**src/rtl/modem_frame_deframer_top_defines.svh**
```systemverilog
// Assertion macros shared by the modem frame deframer RTL.
`ifndef MODEM_FRAME_DEFRAMER_TOP_DEFINES_SVH
`define MODEM_FRAME_DEFRAMER_TOP_DEFINES_SVH

`ifndef SYNTH
// Check that an implication holds at every clock edge outside reset.
`define MFD_ASSERT(lbl, prop, msg) \
  lbl: assert property (@(posedge clk_i) disable iff (!rst_ni) prop) else $error(msg);
// Check that a condition never holds at any clock edge outside reset.
`define MFD_NEVER(lbl, cond, msg) \
  lbl: assert property (@(posedge clk_i) disable iff (!rst_ni) !(cond)) else $error(msg);
`else
`define MFD_ASSERT(lbl, prop, msg)
`define MFD_NEVER(lbl, cond, msg)
`endif

`endif

```
**src/rtl/mfd_pkg.sv**
```systemverilog
// Shared constants, types and helpers of the modem frame deframer.
`timescale 1ns / 1ps

package mfd_pkg;

  localparam int unsigned OFS_W   = 17;
  localparam int unsigned MAC_W   = 48;
  localparam int unsigned CNT_W   = 3;

  localparam logic [7:0] SYNC_BYTE      = 8'h57;
  localparam logic [7:0] KIND_MONITOR   = 8'h43;
  localparam logic [7:0] KIND_NETWORK   = 8'h44;
  localparam logic [7:0] KIND_PARAM     = 8'h50;
  localparam logic [7:0] MAC_LENGTH_LOW = 8'h12;

  localparam logic [OFS_W-1:0] OFS_KIND      = 17'd1;
  localparam logic [OFS_W-1:0] OFS_LEN_LOW   = 17'd2;
  localparam logic [OFS_W-1:0] OFS_LEN_HIGH  = 17'd3;
  localparam logic [OFS_W-1:0] OFS_NET_FIRST = 17'd6;
  localparam logic [OFS_W-1:0] OFS_MAC_FIRST = 17'd10;
  localparam logic [OFS_W-1:0] OFS_MAC_LAST  = 17'd15;
  localparam logic [OFS_W-1:0] HEADER_BYTES  = 17'd4;
  localparam logic [OFS_W-1:0] TRAILER_BYTES = 17'd2;

  localparam logic [CNT_W-1:0] MIN_BUFFER_SEEN = 3'd3;
  localparam logic [CNT_W-1:0] BYTES_SAT       = 3'd4;

  typedef enum logic [1:0] {
    ROUTE_DROP    = 2'd0,
    ROUTE_MONITOR = 2'd1,
    ROUTE_NETWORK = 2'd2
  } route_e;

  typedef enum logic [2:0] {
    ST_OK           = 3'd0,
    ST_BAD_SYNC     = 3'd1,
    ST_UNKNOWN_KIND = 3'd2,
    ST_SHORT_BUFFER = 3'd3,
    ST_TRUNCATED    = 3'd4
  } status_e;

  // One accepted input word
  typedef struct packed {
    logic [7:0] data;
    logic       last;
  } in_word_t;

  // One result word
  typedef struct packed {
    status_e          status;
    logic [MAC_W-1:0] mac_addr;
    logic             mac_load;
    logic             sink_last;
    route_e           route;
    logic [7:0]       data;
  } out_word_t;

  function automatic logic kind_known(logic [7:0] kind);
    return (kind == KIND_MONITOR) || (kind == KIND_NETWORK) || (kind == KIND_PARAM);
  endfunction

endpackage

```
**src/rtl/mfd_in_reg.sv**
```systemverilog
// Input register stage of the modem frame deframer.
`timescale 1ns / 1ps

module mfd_in_reg (
  input  logic             clk_i,
  input  logic             rst_ni,
  input  logic             s_valid_i,
  input  mfd_pkg::in_word_t s_word_i,
  output logic             s_ready_o,
  input  logic             take_i,
  output logic             valid_o,
  output mfd_pkg::in_word_t word_o
);

  logic              valid_q, valid_d;
  mfd_pkg::in_word_t word_q;
  logic              accept;

  // Take a new word when empty or when the held one leaves in the same cycle
  assign s_ready_o = !valid_q || take_i;
  assign accept    = s_valid_i && s_ready_o;

  always_comb begin
    valid_d = valid_q;
    if (accept) begin
      valid_d = 1'b1;
    end else if (take_i) begin
      valid_d = 1'b0;
    end
  end

  always_ff @(posedge clk_i or negedge rst_ni) begin
    if (!rst_ni) begin
      valid_q <= 1'b0;
    end else begin
      valid_q <= valid_d;
    end
  end

  // Hold the payload until it moves on
  always_ff @(posedge clk_i) begin
    if (accept) begin
      word_q <= s_word_i;
    end
  end

  assign valid_o = valid_q;
  assign word_o  = word_q;

endmodule

```
**src/rtl/mfd_parse.sv**
```systemverilog
// Frame tracking state and per-byte routing decision.
`timescale 1ns / 1ps

module mfd_parse (
  input  logic               clk_i,
  input  logic               rst_ni,
  input  logic               step_i,
  input  mfd_pkg::in_word_t  word_i,
  output mfd_pkg::out_word_t res_o
);

  logic [mfd_pkg::OFS_W-1:0] ofs_q, ofs_d;
  logic [mfd_pkg::OFS_W-1:0] total_q, total_d;
  logic [7:0]                kind_q, kind_d;
  logic [7:0]                len_q, len_d;
  logic [mfd_pkg::CNT_W-1:0] bytes_q, bytes_d;
  logic                      disc_q, disc_d;
  logic [mfd_pkg::MAC_W-1:0] mac_q, mac_d;

  logic [7:0]                b;
  logic                      last;
  logic [7:0]                kind_eff;
  logic [7:0]                len_eff;
  logic [mfd_pkg::OFS_W-1:0] total_eff;
  logic [mfd_pkg::OFS_W:0]   ofs_inc;
  logic                      ends;
  mfd_pkg::route_e           route;
  mfd_pkg::status_e          st;
  logic                      flast;
  logic                      mload;
  logic [mfd_pkg::MAC_W-1:0] maddr;

  assign b    = word_i.data;
  assign last = word_i.last;

  // Work out the result and the next state for the current byte
  always_comb begin
    ofs_d     = ofs_q;
    total_d   = total_q;
    kind_d    = kind_q;
    len_d     = len_q;
    bytes_d   = bytes_q;
    disc_d    = disc_q;
    mac_d     = mac_q;
    kind_eff  = kind_q;
    len_eff   = len_q;
    total_eff = total_q;
    ofs_inc   = {1'b0, ofs_q} + {{mfd_pkg::OFS_W{1'b0}}, 1'b1};
    ends      = 1'b0;
    route     = mfd_pkg::ROUTE_DROP;
    st        = mfd_pkg::ST_OK;
    flast     = 1'b0;
    mload     = 1'b0;
    maddr     = '0;

    if (!disc_q) begin
      if (ofs_q == '0) begin
        // Sync position: a bad byte drops the rest of the buffer
        if (b != mfd_pkg::SYNC_BYTE) begin
          st     = mfd_pkg::ST_BAD_SYNC;
          disc_d = 1'b1;
        end else begin
          ofs_d = mfd_pkg::OFS_KIND;
          if (last) begin
            st = mfd_pkg::ST_TRUNCATED;
          end
        end
      end else begin
        // Capture header fields
        if (ofs_q == mfd_pkg::OFS_KIND) begin
          kind_d   = b;
          kind_eff = b;
          if (!mfd_pkg::kind_known(b)) begin
            st = mfd_pkg::ST_UNKNOWN_KIND;
          end
        end else if (ofs_q == mfd_pkg::OFS_LEN_LOW) begin
          len_d   = b;
          len_eff = b;
        end else if (ofs_q == mfd_pkg::OFS_LEN_HIGH) begin
          total_eff = mfd_pkg::HEADER_BYTES
                    + {{(mfd_pkg::OFS_W-8){1'b0}}, len_q}
                    + {{(mfd_pkg::OFS_W-16){1'b0}}, b, 8'h00}
                    + (mfd_pkg::kind_known(kind_q) ? mfd_pkg::TRAILER_BYTES : '0);
          total_d   = total_eff;
        end

        // Select the sink
        if (kind_eff == mfd_pkg::KIND_MONITOR) begin
          route = mfd_pkg::ROUTE_MONITOR;
        end else if (kind_eff == mfd_pkg::KIND_NETWORK && ofs_q >= mfd_pkg::OFS_NET_FIRST) begin
          route = mfd_pkg::ROUTE_NETWORK;
        end

        // Shift in the address bytes of a parameter frame
        if (kind_eff == mfd_pkg::KIND_PARAM && len_eff == mfd_pkg::MAC_LENGTH_LOW &&
            ofs_q >= mfd_pkg::OFS_MAC_FIRST && ofs_q <= mfd_pkg::OFS_MAC_LAST) begin
          mac_d = {mac_q[mfd_pkg::MAC_W-9:0], b};
          if (ofs_q == mfd_pkg::OFS_MAC_LAST) begin
            mload = 1'b1;
            maddr = mac_d;
          end
        end

        // Close the frame or advance within it
        ends = (ofs_q >= mfd_pkg::OFS_LEN_HIGH) && (ofs_inc >= {1'b0, total_eff});
        if (ends) begin
          ofs_d = '0;
          flast = (route != mfd_pkg::ROUTE_DROP);
        end else begin
          ofs_d = ofs_inc[mfd_pkg::OFS_W-1:0];
          if (last) begin
            if (st == mfd_pkg::ST_OK) begin
              st = mfd_pkg::ST_TRUNCATED;
            end
            flast = (route != mfd_pkg::ROUTE_DROP);
          end
        end
      end
    end

    // Buffer end restarts framing; count bytes up to the saturation point
    if (last) begin
      if (bytes_q < mfd_pkg::MIN_BUFFER_SEEN) begin
        st = mfd_pkg::ST_SHORT_BUFFER;
      end
      ofs_d   = '0;
      disc_d  = 1'b0;
      bytes_d = '0;
    end else if (bytes_q < mfd_pkg::BYTES_SAT) begin
      bytes_d = bytes_q + 3'd1;
    end
  end

  // Advance state only when the byte moves to the result register
  always_ff @(posedge clk_i or negedge rst_ni) begin
    if (!rst_ni) begin
      ofs_q   <= '0;
      total_q <= '0;
      kind_q  <= '0;
      len_q   <= '0;
      bytes_q <= '0;
      disc_q  <= 1'b0;
      mac_q   <= '0;
    end else if (step_i) begin
      ofs_q   <= ofs_d;
      total_q <= total_d;
      kind_q  <= kind_d;
      len_q   <= len_d;
      bytes_q <= bytes_d;
      disc_q  <= disc_d;
      mac_q   <= mac_d;
    end
  end

  always_comb begin
    res_o.data      = b;
    res_o.route     = route;
    res_o.sink_last = flast;
    res_o.mac_load  = mload;
    res_o.mac_addr  = maddr;
    res_o.status    = st;
  end

endmodule

```
**src/rtl/mfd_out_reg.sv**
```systemverilog
// Result register stage of the modem frame deframer.
`timescale 1ns / 1ps

module mfd_out_reg (
  input  logic               clk_i,
  input  logic               rst_ni,
  input  logic               load_i,
  input  mfd_pkg::out_word_t res_i,
  output logic               can_load_o,
  input  logic               m_ready_i,
  output logic               m_valid_o,
  output mfd_pkg::out_word_t res_o
);

  logic               valid_q, valid_d;
  mfd_pkg::out_word_t res_q;

  // Room for a new word when empty or when the held one leaves now
  assign can_load_o = !valid_q || m_ready_i;

  always_comb begin
    valid_d = valid_q;
    if (load_i) begin
      valid_d = 1'b1;
    end else if (m_ready_i) begin
      valid_d = 1'b0;
    end
  end

  always_ff @(posedge clk_i or negedge rst_ni) begin
    if (!rst_ni) begin
      valid_q <= 1'b0;
    end else begin
      valid_q <= valid_d;
    end
  end

  // Hold the result until the sink takes it
  always_ff @(posedge clk_i) begin
    if (load_i) begin
      res_q <= res_i;
    end
  end

  assign m_valid_o = valid_q;
  assign res_o     = res_q;

endmodule

```
**src/rtl/modem_frame_deframer_top.sv**
```systemverilog
// Top level of the modem frame deframer: splits a read buffer into frames and routes bytes.
//
//   channel   dir   tdata                        tuser                          tlast
//   s_axis    in    [7:0] in_byte                -                              buffer_last
//   m_axis    out   [7:0] out_byte,              [1:0] route, [2] mac_load,     sink_frame_last
//                   [55:8] mac_addr              [5:3] status
//
// One word in and one word out per byte; each byte passes through the input register, then the result register.
// The input register, frame state update and result register sustain one word per cycle while m_axis does not stall.
// Reset clears the frame position, byte count, discard flag and both valid flags.
// A stall on m_axis fills the result register, then the input register, then drops s_axis_tready_o.
`timescale 1ns / 1ps
`include "modem_frame_deframer_top_defines.svh"

module modem_frame_deframer_top (
  input  logic        clk_i,
  input  logic        rst_ni,
  input  logic        s_axis_tvalid_i,
  output logic        s_axis_tready_o,
  input  logic [7:0]  s_axis_tdata_i,   // [7:0] in_byte
  input  logic        s_axis_tlast_i,   // buffer_last
  output logic        m_axis_tvalid_o,
  input  logic        m_axis_tready_i,
  output logic [55:0] m_axis_tdata_o,   // [7:0] out_byte, [55:8] mac_addr
  output logic [5:0]  m_axis_tuser_o,   // [1:0] route, [2] mac_load, [5:3] status
  output logic        m_axis_tlast_o    // sink_frame_last
);

  mfd_pkg::in_word_t  s_word;
  mfd_pkg::in_word_t  in_word;
  mfd_pkg::out_word_t res;
  mfd_pkg::out_word_t out_word;
  logic               in_valid;
  logic               can_load;
  logic               step;

  assign s_word.data = s_axis_tdata_i;
  assign s_word.last = s_axis_tlast_i;

  // Advance a byte when the result register has room
  assign step = in_valid && can_load;

  mfd_in_reg u_in_reg (
    .clk_i     (clk_i),
    .rst_ni    (rst_ni),
    .s_valid_i (s_axis_tvalid_i),
    .s_word_i  (s_word),
    .s_ready_o (s_axis_tready_o),
    .take_i    (step),
    .valid_o   (in_valid),
    .word_o    (in_word)
  );

  mfd_parse u_parse (
    .clk_i  (clk_i),
    .rst_ni (rst_ni),
    .step_i (step),
    .word_i (in_word),
    .res_o  (res)
  );

  mfd_out_reg u_out_reg (
    .clk_i      (clk_i),
    .rst_ni     (rst_ni),
    .load_i     (step),
    .res_i      (res),
    .can_load_o (can_load),
    .m_ready_i  (m_axis_tready_i),
    .m_valid_o  (m_axis_tvalid_o),
    .res_o      (out_word)
  );

  // Pack the result word onto the output bus
  assign m_axis_tdata_o = {out_word.mac_addr, out_word.data};
  assign m_axis_tuser_o = {out_word.status, out_word.mac_load, out_word.route};
  assign m_axis_tlast_o = out_word.sink_last;

  // Frame end is marked only on bytes that reach a sink
  `MFD_ASSERT(a_last_routed, step && res.sink_last |-> res.route != mfd_pkg::ROUTE_DROP, "frame end on dropped byte")
  // An address is shown only together with its load flag
  `MFD_ASSERT(a_mac_quiet, step && !res.mac_load |-> res.mac_addr == '0, "address without load")
  // An address load never coincides with routing to a sink
  `MFD_NEVER(a_mac_unrouted, step && res.mac_load && res.route != mfd_pkg::ROUTE_DROP, "address load on routed byte")
  // The result register captures a word only when it is free or draining
  `MFD_ASSERT(a_no_overwrite, m_axis_tvalid_o && !m_axis_tready_i |=> $stable(m_axis_tdata_o), "result overwritten during stall")

endmodule

```
**config.mk**
```make
export PLATFORM = sky130hd
export DESIGN_NAME = modem_frame_deframer_top
export DESIGN_NICKNAME = d
export VERILOG_FILES = /design/src/rtl/mfd_pkg.sv /design/src/rtl/mfd_in_reg.sv /design/src/rtl/mfd_parse.sv /design/src/rtl/mfd_out_reg.sv /design/src/rtl/modem_frame_deframer_top.sv
export VERILOG_INCLUDE_DIRS = /design/src /design/src/rtl
export SDC_FILE = /design/constraint.sdc
export NUM_CORES = 1
export LEC_CHECK = 0
export ABC_AREA = 0
export BUFFER_PORTS_ARGS = -buffer_cell sky130_fd_sc_hd__buf_2
export CORE_UTILIZATION = 51
export CTS_BUF_LIST = sky130_fd_sc_hd__clkbuf_8
export DETAILED_ROUTE_END_ITERATION = 8
export PLACE_DENSITY = 0.7
export SYNTH_ARGS = -nofsm -noshare
export SYNTH_HDL_FRONTEND = slang
export SYNTH_SLANG_ARGS = --single-unit
```
**constraint.sdc**
```tcl
create_clock -name clk_i -period 8.45 [get_ports clk_i]
set_input_delay 1.69 -clock clk_i [delete_from_list [all_inputs] [get_ports clk_i]]
set_output_delay 1.69 -clock clk_i [all_outputs]
set_load 0.01 [all_outputs]
```
==> results of run 1 <==
[synthesized netlist by cell type, types with 9 or more instances]
library cell	count
dfrtp_1	96
edfxtp_1	72
mux2_2	58
and2_1	54
nand2_1	49
nor2_1	40
clkbuf_1	27
a21oi_1	24
ha_1	24
o21ai_0	24
xnor2_1	15
nand4_1	14
a32o_1	11
xor2_1	11
inv_1	9
nand3_1	9
[path summary, 6_finish.rpt]
| path | start | end | slack, ns |
|---|---|---|---|
| worst max-delay path | u_parse.kind_q[3]$_DFFE_PN0P_ | u_parse.ofs_q[10]$_DFFE_PN0P_ | 3.76 |
| worst max register to register | u_parse.kind_q[3]$_DFFE_PN0P_ | u_parse.ofs_q[10]$_DFFE_PN0P_ | 3.76 |
| worst min-delay path | u_parse.total_q[10]$_DFFE_PN0P_ | u_parse.total_q[10]$_DFFE_PN0P_ | 0.49 |
| worst min register to register | u_parse.total_q[10]$_DFFE_PN0P_ | u_parse.total_q[10]$_DFFE_PN0P_ | 0.49 |
| max in group asynchronous | rst_ni | u_parse.mac_q[26]$_DFFE_PN0P_ | 6.15 |
| min in group asynchronous | rst_ni | u_parse.ofs_q[9]$_DFFE_PN0P_ | 1.19 |
[layout make-up]
cell class	count	share of cell area, %
repair buffers	83	4.932
inverters	9	0.3849
flip-flops and latches	168	52.00
clock inverters	15	1.996
clock buffers	17	2.666
well taps	188	2.680
multi-input cells	425	35.34
[state kept, by name, indices dropped and copies added (netlist names), 3 cells and up]
register	cells
u_in_reg.word_o	9
u_out_reg.res_o	63
u_parse.bytes_q	3
u_parse.kind_q	8
u_parse.len_q	8
u_parse.mac_q	40
u_parse.ofs_q	17
u_parse.total_q	17
[per-layer routing]
layer  track usage (%)  routed length, microns
met5                 0                       0
met4             7.725                     348
met3             5.013                     695
met2             34.03                    7615
met1             27.87                    7148
[kinds of logic (layout without fill, tap and decap cells)]
group,after synthesis,count (layout),synth area share (%)
AND/OR/NAND/NOR,219,219,15.35
multiplexers,65,65,9.250
XOR/XNOR,26,26,2.898
buffers and inverters,45,124,2.691
AO/OA/AOI/OAI,91,91,7.913
flip-flops,168,168,58.08
adder cells (fa/ha/maj),24,24,3.821
[power groups by stage]
stage               clock [mW]  combinational, mW  sequential (mW)
floorplan                    0             0.0417            0.927
global placement             0             0.0869            0.926
detailed placement           0             0.0903            0.928
CTS                      0.601             0.0906            0.911
global route             0.633             0.0994            0.915
finish                   0.586             0.0888            0.911
[critical path, cell delays in order (launching register included)]
cell	delay, ns
dfrtp_1	0.39
or4b_2	0.72
nor2_1	0.18
ha_1	0.23
inv_1	0.06
ha_1	0.24
nor3b_1	0.42
nand2_1	0.12
xor2_1	0.18
nor2_1	0.11
a21oi_1	0.05
ha_1	0.30
nand4_1	0.14
a211oi_1	0.26
o31ai_1	0.09
and4_1	0.33
or2_2	0.45
a32o_1	0.28
==> reports/qor.csv, run 1 <==
stage,metric,value,unit
finish,final_cells,905,
job,cap_violations,0,
timing,rsz0062_at_grt,no,
place,port_buffers,77,
power,seqPwrFrac,57.4,%
finish,layout_commonest_cell,dfrtp_1,
grt,grt_pass1_vias,5083,
timing,slew_headroom,34.53,%
timing,holdWs,0.4889,ns
worst_setup_path,worstSetupEndpointType,flop,
timing,setup_viol,0,
finish,layout_common_cells,"dfrtp_1 (96), buf_2 (76), edfxtp_1 (72)",
detailed_routing,wire_per_inst,17.47,microns
logic_synthesis,ys_seq_area_share,58.08,%
clocking,cts_hold_buffers,0,
detailed_routing,drc_errors,0,
finish,n_antenna_cell,0,
worst_setup_path,criticalPathCategory,reg2reg,
worst_setup_path,worst_ep_arrival_time,5.02,ns
clocking,cts_tree,yes,
hold_path,holdPathStages,2,
detailed_routing,dr_total_vias,5173,
worst_setup_path,worst-path-max-fanout,11,
logic_synthesis,synth_cell_types,59,
clocking,clk_latency,0.46,ns
finish,nNetsFinal,741,
power,p_total,1.586,mW
floorplanning,die_area,15910,sq um
timing,timing.fmax,0.2134,GHz
power,internal_power,1.209,mW
logic_synthesis,synth.avg_cell_area,12.32,sq um
floorplanning,rows,45,
power,p_clk_share,37.0,%
logic_synthesis,synth-edff-count,72,
power,comb_power_share,5.6,%
worst_setup_path,reg2regPathDepth,17,
floorplanning,initial_core_util,51.89,%
clocking,postCtsSetupRepairBufs,0,
place,place_hpwl,11050,microns
logic_synthesis,yosys.area.top_type,dfrtp_1,
power,swShare,23.78,%
floorplanning,die_h,126.1,microns
timing,hold_violations,0,
timing,fin_crit_sh,55.47,%
grt,grt_max_degree,67,
finish,seqCellArea,4564,sq um
timing,period_needed,4.687,ns
logic_synthesis,async_reset_ff_share,57.14,%
power,p_switching,0.3773,mW
power,powerDensity,180.7,nW/um^2
logic_synthesis,synth_cells,638,
worst_setup_path,critPathRequiredTime,8.79,ns
clocking,clkSinkCount,168,
clocking,postCtsResizedCells,0,
place,place_congestion,0.8860,
grt,grt_pass1_wl,26070,microns
timing,final_max_slew_viol_count,0,
finish,post-route-cell-area,8777,sq um
logic_synthesis,ys.flop_type,dfrtp_1,
logic_synthesis,ys_warn_count,0,
detailed_routing,drtIter0Drc,443,
logic_synthesis,synth_area_leaders,"dfrtp_1 (31%), edfxtp_1 (28%), mux2_2 (8.3%), and2_1 (4.3%), ha_1 (3.8%)",
finish,n_fill_cell,1218,
detailed_routing,ant_nets,0,
clocking,cts_buffers,17,
logic_synthesis,syn-num-nets,675,
logic_synthesis,syn_area,7859,sq um
logic_synthesis,yosys.area.top_type_share,30.57,%
detailed_routing,wl,15810,microns
grt,grt_usage,21.10,%
detailed_routing,dr.pass1.iters,6,
finish,multi_input_area,3102,sq um
timing,worstMarginPinSlew,0.9791,ns
timing,tns,0,ns
finish,syn_to_final_growth,11.69,%
clocking,cts.clk_slew.worst_paths,0.08,ns
place,dpl_cell_area,8364,sq um
outcome,status,"finished, final reports clean",
timing,fin_skew,0.01437,ns
power,leakage,3.851,nW
finish,utilization,57.95,%
floorplanning,core_area,15150,sq um
power,ir_worst_vdd,87.34,uV
floorplanning,die-width,126.1,microns
finish,drive_gt1_share,26.36,%
clocking,cts_buffer_depth,2,
place,pre_cts_ws,3.814,ns
timing,setup_slack,3.763,ns
worst_setup_path,start_kind,flop,
logic_synthesis,ys_ff_latch,168,
hold_path,hold_path.class,reg2reg,
floorplanning,io_pins,78,
place,placed_cells,873,
clocking,cts_root_buffer,clkbuf_8,
detailed_routing,via_per_inst,5.716,
grt,antenna_found_initial,0,
grt,grt_overflow_total,0,
clocking,htreeDepth,4,
No activity file was read; power rests on OpenSTA's default activity.
==> run 2: changes to the inputs <==
--- a/config.mk
+++ b/config.mk
@@ -11,7 +11,7 @@
 export CORE_UTILIZATION = 51
 export CTS_BUF_LIST = sky130_fd_sc_hd__clkbuf_8
 export DETAILED_ROUTE_END_ITERATION = 8
-export PLACE_DENSITY = 0.7
+export PLACE_DENSITY = 0.73
 export SYNTH_ARGS = -nofsm -noshare
 export SYNTH_HDL_FRONTEND = slang
 export SYNTH_SLANG_ARGS = --single-unit
==> constraint.sdc (replaced) <==
create_clock -name clk_i -period 4.2 [get_ports clk_i]
set_input_delay 0.84 -clock clk_i [delete_from_list [all_inputs] [get_ports clk_i]]
set_output_delay 0.84 -clock clk_i [all_outputs]
set_load 0.01 [all_outputs]
==> run 2 against run 1 <==
Register-to-register slack worse by 3.5 ns. Clock-buffer cell count is 2 higher. Utilization is 0.88 points higher. Sequential power up 100%. Worst hold slack better by 0.0043 ns. Combinational power increased by 120%. Die area unchanged. Design area increased by 1.5%. Final cell count up 1.4%. Total power rose by 100%. Clock power up 98%. Critical endpoint is now u_parse.ofs_q[2]$_DFFE_PN0P_.
==> reports/qor.csv, run 2 (synthesis gave the netlist of run 1 again) <==
stage,metric,value,unit
timing,worstMarginPinSlew,1.046,ns
detailed_routing,drc_errors,0,
place,place_hpwl,10780,microns
power,leakage,3.939,nW
floorplanning,rows,45,
detailed_routing,ant_nets,0,
power,ir_worst_vdd,166.0,uV
finish,final_cells,918,
place,port_buffers,77,
finish,largest_register_ffs,63,
worst_setup_path,start_kind,flop,
power,p_switching,0.7685,mW
finish,n_antenna_cell,0,
clocking,cts.clk_slew.worst_paths,0.08,ns
timing,fin_skew,0.01388,ns
worst_setup_path,critPathRequiredTime,4.57,ns
grt,grt_max_degree,81,
grt,grt_usage,20.92,%
floorplanning,die-width,126.1,microns
finish,layout_commonest_cell,dfrtp_1,
power,p_total,3.181,mW
finish,layout_common_cells,"dfrtp_1 (96), buf_2 (76), edfxtp_1 (72)",
worst_setup_path,worst-path-max-fanout,5,
timing,final_max_slew_viol_count,0,
floorplanning,io_pins,78,
clocking,clk_latency,0.46,ns
worst_setup_path,worst_ep_arrival_time,4.34,ns
finish,drive_gt1_share,28.77,%
grt,grt_pass1_wl,25760,microns
timing,period_needed,3.979,ns
floorplanning,die_area,15910,sq um
timing,setup_viol,0,
clocking,clkSinkCount,168,
floorplanning,initial_core_util,51.89,%
detailed_routing,wire_per_inst,17.38,microns
timing,slew_headroom,30.04,%
place,place_congestion,0.9325,
clocking,htreeDepth,4,
worst_setup_path,criticalPathCategory,reg2reg,
timing,timing.fmax,0.2513,GHz
power,comb_power_share,6.0,%
timing,hold_violations,0,
power,powerDensity,357.0,nW/um^2
clocking,cts_buffers,17,
clocking,cts_tree,yes,
job,cap_violations,0,
timing,fin_crit_sh,94.73,%
detailed_routing,dr.pass1.iters,5,
floorplanning,die_h,126.1,microns
clocking,cts_root_buffer,clkbuf_8,
power,seqPwrFrac,57.3,%
grt,antenna_found_initial,0,
grt,grt_pass1_vias,5175,
power,p_clk_share,36.6,%
detailed_routing,drtIter0Drc,438,
hold_path,hold_path.class,reg2reg,
power,internal_power,2.412,mW
power,swShare,24.16,%
place,placed_cells,884,
outcome,status,"finished, final reports clean",
detailed_routing,dr_total_vias,5189,
worst_setup_path,worstSetupEndpointType,flop,
timing,tns,0,ns
finish,syn_to_final_growth,13.37,%
clocking,cts_buffer_depth,2,
finish,n_fill_cell,1210,
finish,seqCellArea,4564,sq um
detailed_routing,via_per_inst,5.653,
floorplanning,core_area,15150,sq um
grt,grt_overflow_total,0,
finish,multi_input_area,3142,sq um
detailed_routing,wl,15960,microns
timing,holdWs,0.4932,ns
finish,nNetsFinal,754,
## run 2: changes by cell type in the layout (fill, tap and decap cells not counted), moves of 2 or more
cell / before / now
clkbuf_8: 17 / 19
a211oi_2: 0 / 2
inv_1: 11 / 9
buf_4: 7 / 20
clkinv_4: 0 / 2
a211oi_1: 6 / 4
## run 2: layer usage
metal  GRT usage, %  up-vias  share of wire [%]
met5              0        -                  0
met4          8.292        0                1.9
met1          26.26     2546                 44
met3          4.715       30                3.9
li1               -     2465                  -
met2          35.20      148                 50
## run 2: through the flow
step | instance area, sq um | worst slack [ns] | util, %
3_5_place_dp | 8452 | -0.1097 | 55.80
2_1_floorplan | 7864 | 0.04509 | -
3_3_place_gp | 8452 | 0.01372 | 55.80
6_report | 8910 | 0.2213 | 58.83
5_1_grt | 8910 | -0.02129 | 58.83
4_1_cts | 8865 | 0.01324 | 58.53
## run 2: area by class of cell
| cell class | count | area share [%] |
|---|---|---|
| clock buffer | 19 | 2.935 |
| inverter | 9 | 0.3792 |
| clock inverter | 13 | 1.601 |
| tap | 188 | 2.640 |
| timing repair buffer | 96 | 5.954 |
| multi-input combinational | 425 | 35.26 |
| sequential | 168 | 51.23 |
## run 2: worst paths after layout
path | slack (ns) | start | cells after the start | end
max | 0.22 | u_parse.kind_q[3]$_DFFE_PN0P_ | 18 | u_parse.ofs_q[2]$_DFFE_PN0P_
min | 0.49 | u_parse.total_q[4]$_DFFE_PN0P_ | 2 | u_parse.total_q[4]$_DFFE_PN0P_
max reg2reg | 0.22 | u_parse.kind_q[3]$_DFFE_PN0P_ | 18 | u_parse.ofs_q[2]$_DFFE_PN0P_
min reg2reg | 0.49 | u_parse.total_q[4]$_DFFE_PN0P_ | 2 | u_parse.total_q[4]$_DFFE_PN0P_
max in group asynchronous | 2.81 | rst_ni | 2 | u_parse.mac_q[7]$_DFFE_PN0P_
min in group asynchronous | 0.53 | rst_ni | 1 | u_parse.ofs_q[10]$_DFFE_PN0P_
## run 2: power by group through the flow
stage / Sequential [mW] / Clock [mW] / Combinational, mW
final: 1.82 / 1.16 / 0.192
after global routing: 1.83 / 1.25 / 0.214
after CTS: 1.82 / 1.19 / 0.195
after detailed placement: 1.86 / 0 / 0.193
after global placement: 1.86 / 0 / 0.187
after floorplan: 1.87 / 0 / 0.0838
## run 2: critical path, cell delays in order (launching register included)
cell	delay, ns
dfrtp_1	0.39
or4b_4	0.56
nor2_2	0.12
ha_2	0.20
inv_1	0.05
ha_1	0.23
nor3b_4	0.26
nand4_1	0.14
xor2_1	0.24
nor2_1	0.06
a21oi_1	0.13
ha_1	0.27
a211oi_2	0.22
o21ai_0	0.12
o211ai_1	0.10
and4_4	0.28
buf_4	0.14
o21ai_0	0.13
o211ai_1	0.25
## run 2: repair_timing
item / CTS / global route
gates resized for setup: 3 / 8
pin swaps: 1 / 4
setup buffers: 0 / 2
endpoints found under the setup margin: 14 / 19
hold buffers: 0 / 0
==> run 3: changes to the inputs <==
--- a/config.mk
+++ b/config.mk
@@ -6,7 +6,7 @@
 export SDC_FILE = /design/constraint.sdc
 export NUM_CORES = 1
 export LEC_CHECK = 0
-export ABC_AREA = 0
+export ABC_AREA = 1
 export BUFFER_PORTS_ARGS = -buffer_cell sky130_fd_sc_hd__buf_2
 export CORE_UTILIZATION = 51
 export CTS_BUF_LIST = sky130_fd_sc_hd__clkbuf_8
==> run 3 against run 2 <==
Largest power group unchanged. Total power is 40% higher. Sequential share of layout area is 3.5 points lower. Area after synthesis is 6.8% higher. Clock-buffer cell count is 1 lower.
==> reports/qor.csv, run 3 <==
stage,metric,value,unit
detailed_routing,ant_nets,0,
finish,post-route-cell-area,9569,sq um
logic_synthesis,synth_compound_area_share,6.021,%
clocking,cts_tree,yes,
timing,holdWs,0.4309,ns
power,p_clk_share,27.5,%
logic_synthesis,synthAdderAreaFrac,3.577,%
place,placed_cells,1242,
clocking,clkSinkCount,168,
timing,worstMarginPinSlew,0.7750,ns
timing,tns,0,ns
floorplanning,die_area,16980,sq um
detailed_routing,drc_errors,0,
place,port_buffers,77,
finish,final_cells,1278,
place,dpl_cell_area,9024,sq um
floorplanning,die-width,130.3,microns
logic_synthesis,synth.avg_cell_area,8.682,sq um
finish,layout_common_cells,"nand2_1 (255), inv_1 (138), dfrtp_1 (96)",
worst_setup_path,worstSetupEndpointType,flop,
worst_setup_path,worst-path-max-fanout,6,
worst_setup_path,reg2reg_setup_slack,0.21,ns
hold_path,hold_path.class,in2async,
clocking,clk_latency,0.46,ns
worst_setup_path,start_kind,flop,
power,p_switching,1.500,mW
power,seqPwrFrac,47.2,%
worst_setup_path,cpMaxStageDelayCell,dfrtp_1,
outcome,status,"finished, final reports clean",
clocking,htreeDepth,4,
finish,n_antenna_cell,0,
logic_synthesis,synth_top_family_by_area,simple AND/OR/NAND/NOR gates,
logic_synthesis,synth_cells,967,
clocking,cts_buffer_depth,2,
finish,largest_register_ffs,63,
grt,grt_usage,22.34,%
floorplanning,die_h,130.3,microns
timing,slew_headroom,48.33,%
logic_synthesis,async_reset_ff_share,57.14,%
floorplanning,core_area,16000,sq um
detailed_routing,via_per_inst,5.088,
grt,grt_pass1_vias,6098,
logic_synthesis,synth_cell_types,34,
detailed_routing,wire_per_inst,13.94,microns
worst_setup_path,cpPeakStageDelay,0.37,ns
finish,layout_commonest_cell,nand2_1,
grt,antenna_found_initial,0,
timing,period_needed,3.993,ns
logic_synthesis,synth-simple-area-share,25.01,%
logic_synthesis,synth_commonest_cells,"nand2_1 (261), inv_1 (143), dfrtp_1 (96), nor2_1 (86), nand3_1 (75)",
power,internal_power,2.939,mW
logic_synthesis,ys.flop_type,dfrtp_1,
worst_setup_path,path_common_cell,nand2_1,
floorplanning,rows,46,
logic_synthesis,yosys.area.top_type,dfrtp_1,
clocking,cts.clk_slew.worst_paths,0.09,ns
power,powerDensity,464.0,nW/um^2
place,place_hpwl,12200,microns
timing,fin_crit_sh,95.08,%
logic_synthesis,ys_warn_count,0,
logic_synthesis,synth_area_leaders,"dfrtp_1 (29%), edfxtp_1 (26%), nand2_1 (12%), inv_1 (6.4%), nand3_1 (4.5%)",
logic_synthesis,syn_area,8396,sq um
finish,multi_input_area,3206,sq um
clocking,cts_buffers,17,
timing,fin_skew,0.009503,ns
finish,nNetsFinal,1086,
grt,grt_pass1_wl,29080,microns
detailed_routing,dr_total_vias,6502,
detailed_routing,wl,17820,microns
power,comb_power_share,25.3,%
clocking,cts_root_buffer,clkbuf_8,
floorplanning,initial_core_util,52.47,%
logic_synthesis,synth-xor-area-share,2.086,%
finish,n_fill_cell,1442,
finish,seqCellArea,4564,sq um
timing,final_max_slew_viol_count,0,
worst_setup_path,critPathRequiredTime,4.41,ns
logic_synthesis,syn-num-nets,1004,
power,swShare,33.79,%
timing,hold_violations,0,
clocking,cts_hold_buffers,0,
place,pre_cts_ws,0.09116,ns
logic_synthesis,synth-edff-count,72,
logic_synthesis,ys_ff_latch,168,
floorplanning,io_pins,78,
logic_synthesis,post-synth-top-count-cell,nand2_1,
power,ir_worst_vdd,213.5,uV
logic_synthesis,synth.area.mux_share,0.3577,%
detailed_routing,drtIter0Drc,527,
timing,setup_slack,0.2067,ns
job,cap_violations,0,
grt,grt_max_degree,65,
grt,grt_overflow_total,0,
timing,setup_viol,0,
worst_setup_path,worst_ep_arrival_time,4.20,ns
timing,timing.fmax,0.2504,GHz
finish,drive_gt1_share,17.23,%
logic_synthesis,ys_seq_area_share,54.37,%
place,place_congestion,0.8964,
worst_setup_path,reg2reg_from,u_parse.kind_q[6]$_DFFE_PN0P_,
worst_setup_path,criticalPathCategory,reg2reg,
worst_setup_path,r2r_end,u_out_reg.res_o[62]$_DFFE_PP_,
power,leakage,4.487,nW
finish,syn_to_final_growth,13.98,%
worst_setup_path,reg2regPathDepth,30,
logic_synthesis,yosys.area.top_type_share,28.61,%
detailed_routing,dr.pass1.iters,5,
run 3: cell types whose count changed in the layout (fill, tap and decap cells not counted), moves of 54 or more:
cell / previous run / this run
mux2_2: 58 / 0
nand3_1: 9 / 74
inv_1: 9 / 138
nand2_1: 49 / 255
and2_1: 54 / 0
run 3: logic make-up (layout without fill, tap and decap cells):
group | Yosys count | count (layout)
AOI/OAI and AO/OA | 94 | 94
muxes | 3 | 3
buffers and inverters | 182 | 277
and+or+nand+nor | 476 | 476
DFF | 168 | 168
xor gates and xnor gates | 20 | 20
adders and majority gates | 24 | 24
run 3: critical path, delay by kind of cell (launching register included):
family                     cells  cell delay, ns
buffers and inverters          5            0.34
DFF                            1            0.37
xor gates and xnor gates       1            0.15
AOI/OAI and AO/OA              2            0.32
and+or+nand+nor               19            1.94
adders and majority gates      3            0.62
run 3: final cells by class:
| type | count | share of cell area (%) |
|---|---|---|
| Clock buffer | 18 | 2.589 |
| Clock inverter | 14 | 1.791 |
| Inverter | 148 | 5.805 |
| Multi-Input combinational cell | 617 | 33.50 |
| Sequential cell | 168 | 47.70 |
| Tap cell | 216 | 2.824 |
| Timing Repair Buffer | 97 | 5.792 |
run 3: power by group through the flow:
stage               Clock, mW  Combinational [mW]  Sequential (mW)
CTS                      1.24                1.06             2.08
global route             1.30                1.29             2.12
global placement            0                1.04             2.11
finish                   1.22                1.13             2.10
detailed placement          0                1.06             2.12
floorplan                   0               0.729             2.12
run 3: timing repair:
| item | 4_1_cts | 5_1_grt |
|---|---|---|
| setup buffers | 0 | 4 |
| endpoints found under the setup margin | 0 | 19 |
| resized for setup | 0 | 33 |
run 3: worst max path at each step:
stage	from	to	slack, ns	cells past startpoint
2_1_floorplan	u_parse.kind_q[3]$_DFFE_PN0P_	u_parse.ofs_q[10]$_DFFE_PN0P_	0.34	29
5_1_grt	u_parse.kind_q[6]$_DFFE_PN0P_	u_out_reg.res_o[62]$_DFFE_PP_	-0.09	30
3_3_place_gp	u_parse.kind_q[3]$_DFFE_PN0P_	u_out_reg.res_o[62]$_DFFE_PP_	0.15	29
3_5_place_dp	u_parse.kind_q[3]$_DFFE_PN0P_	u_out_reg.res_o[62]$_DFFE_PP_	0.09	29
4_1_cts	u_parse.kind_q[3]$_DFFE_PN0P_	u_out_reg.res_o[62]$_DFFE_PP_	0.06	29
6_report	u_parse.kind_q[6]$_DFFE_PN0P_	u_out_reg.res_o[62]$_DFFE_PP_	0.21	30
run 3: per-layer routing:
metal	share of wire [%]	global-route usage [%]	vias up
met4	2.4	9.234	0
li1	-	-	3243
met3	5.0	5.002	25
met5	0	0	-
met1	43	28.17	3059
met2	49	37.20	175
run 3: metrics by stage:
stage | power, mW | utilization (%)
floorplan | 2.853 | -
global placement | 3.148 | 56.40
detailed placement | 3.176 | 56.40
CTS | 4.386 | 59.02
global route | 4.701 | 59.81
finish | 4.440 | 59.81
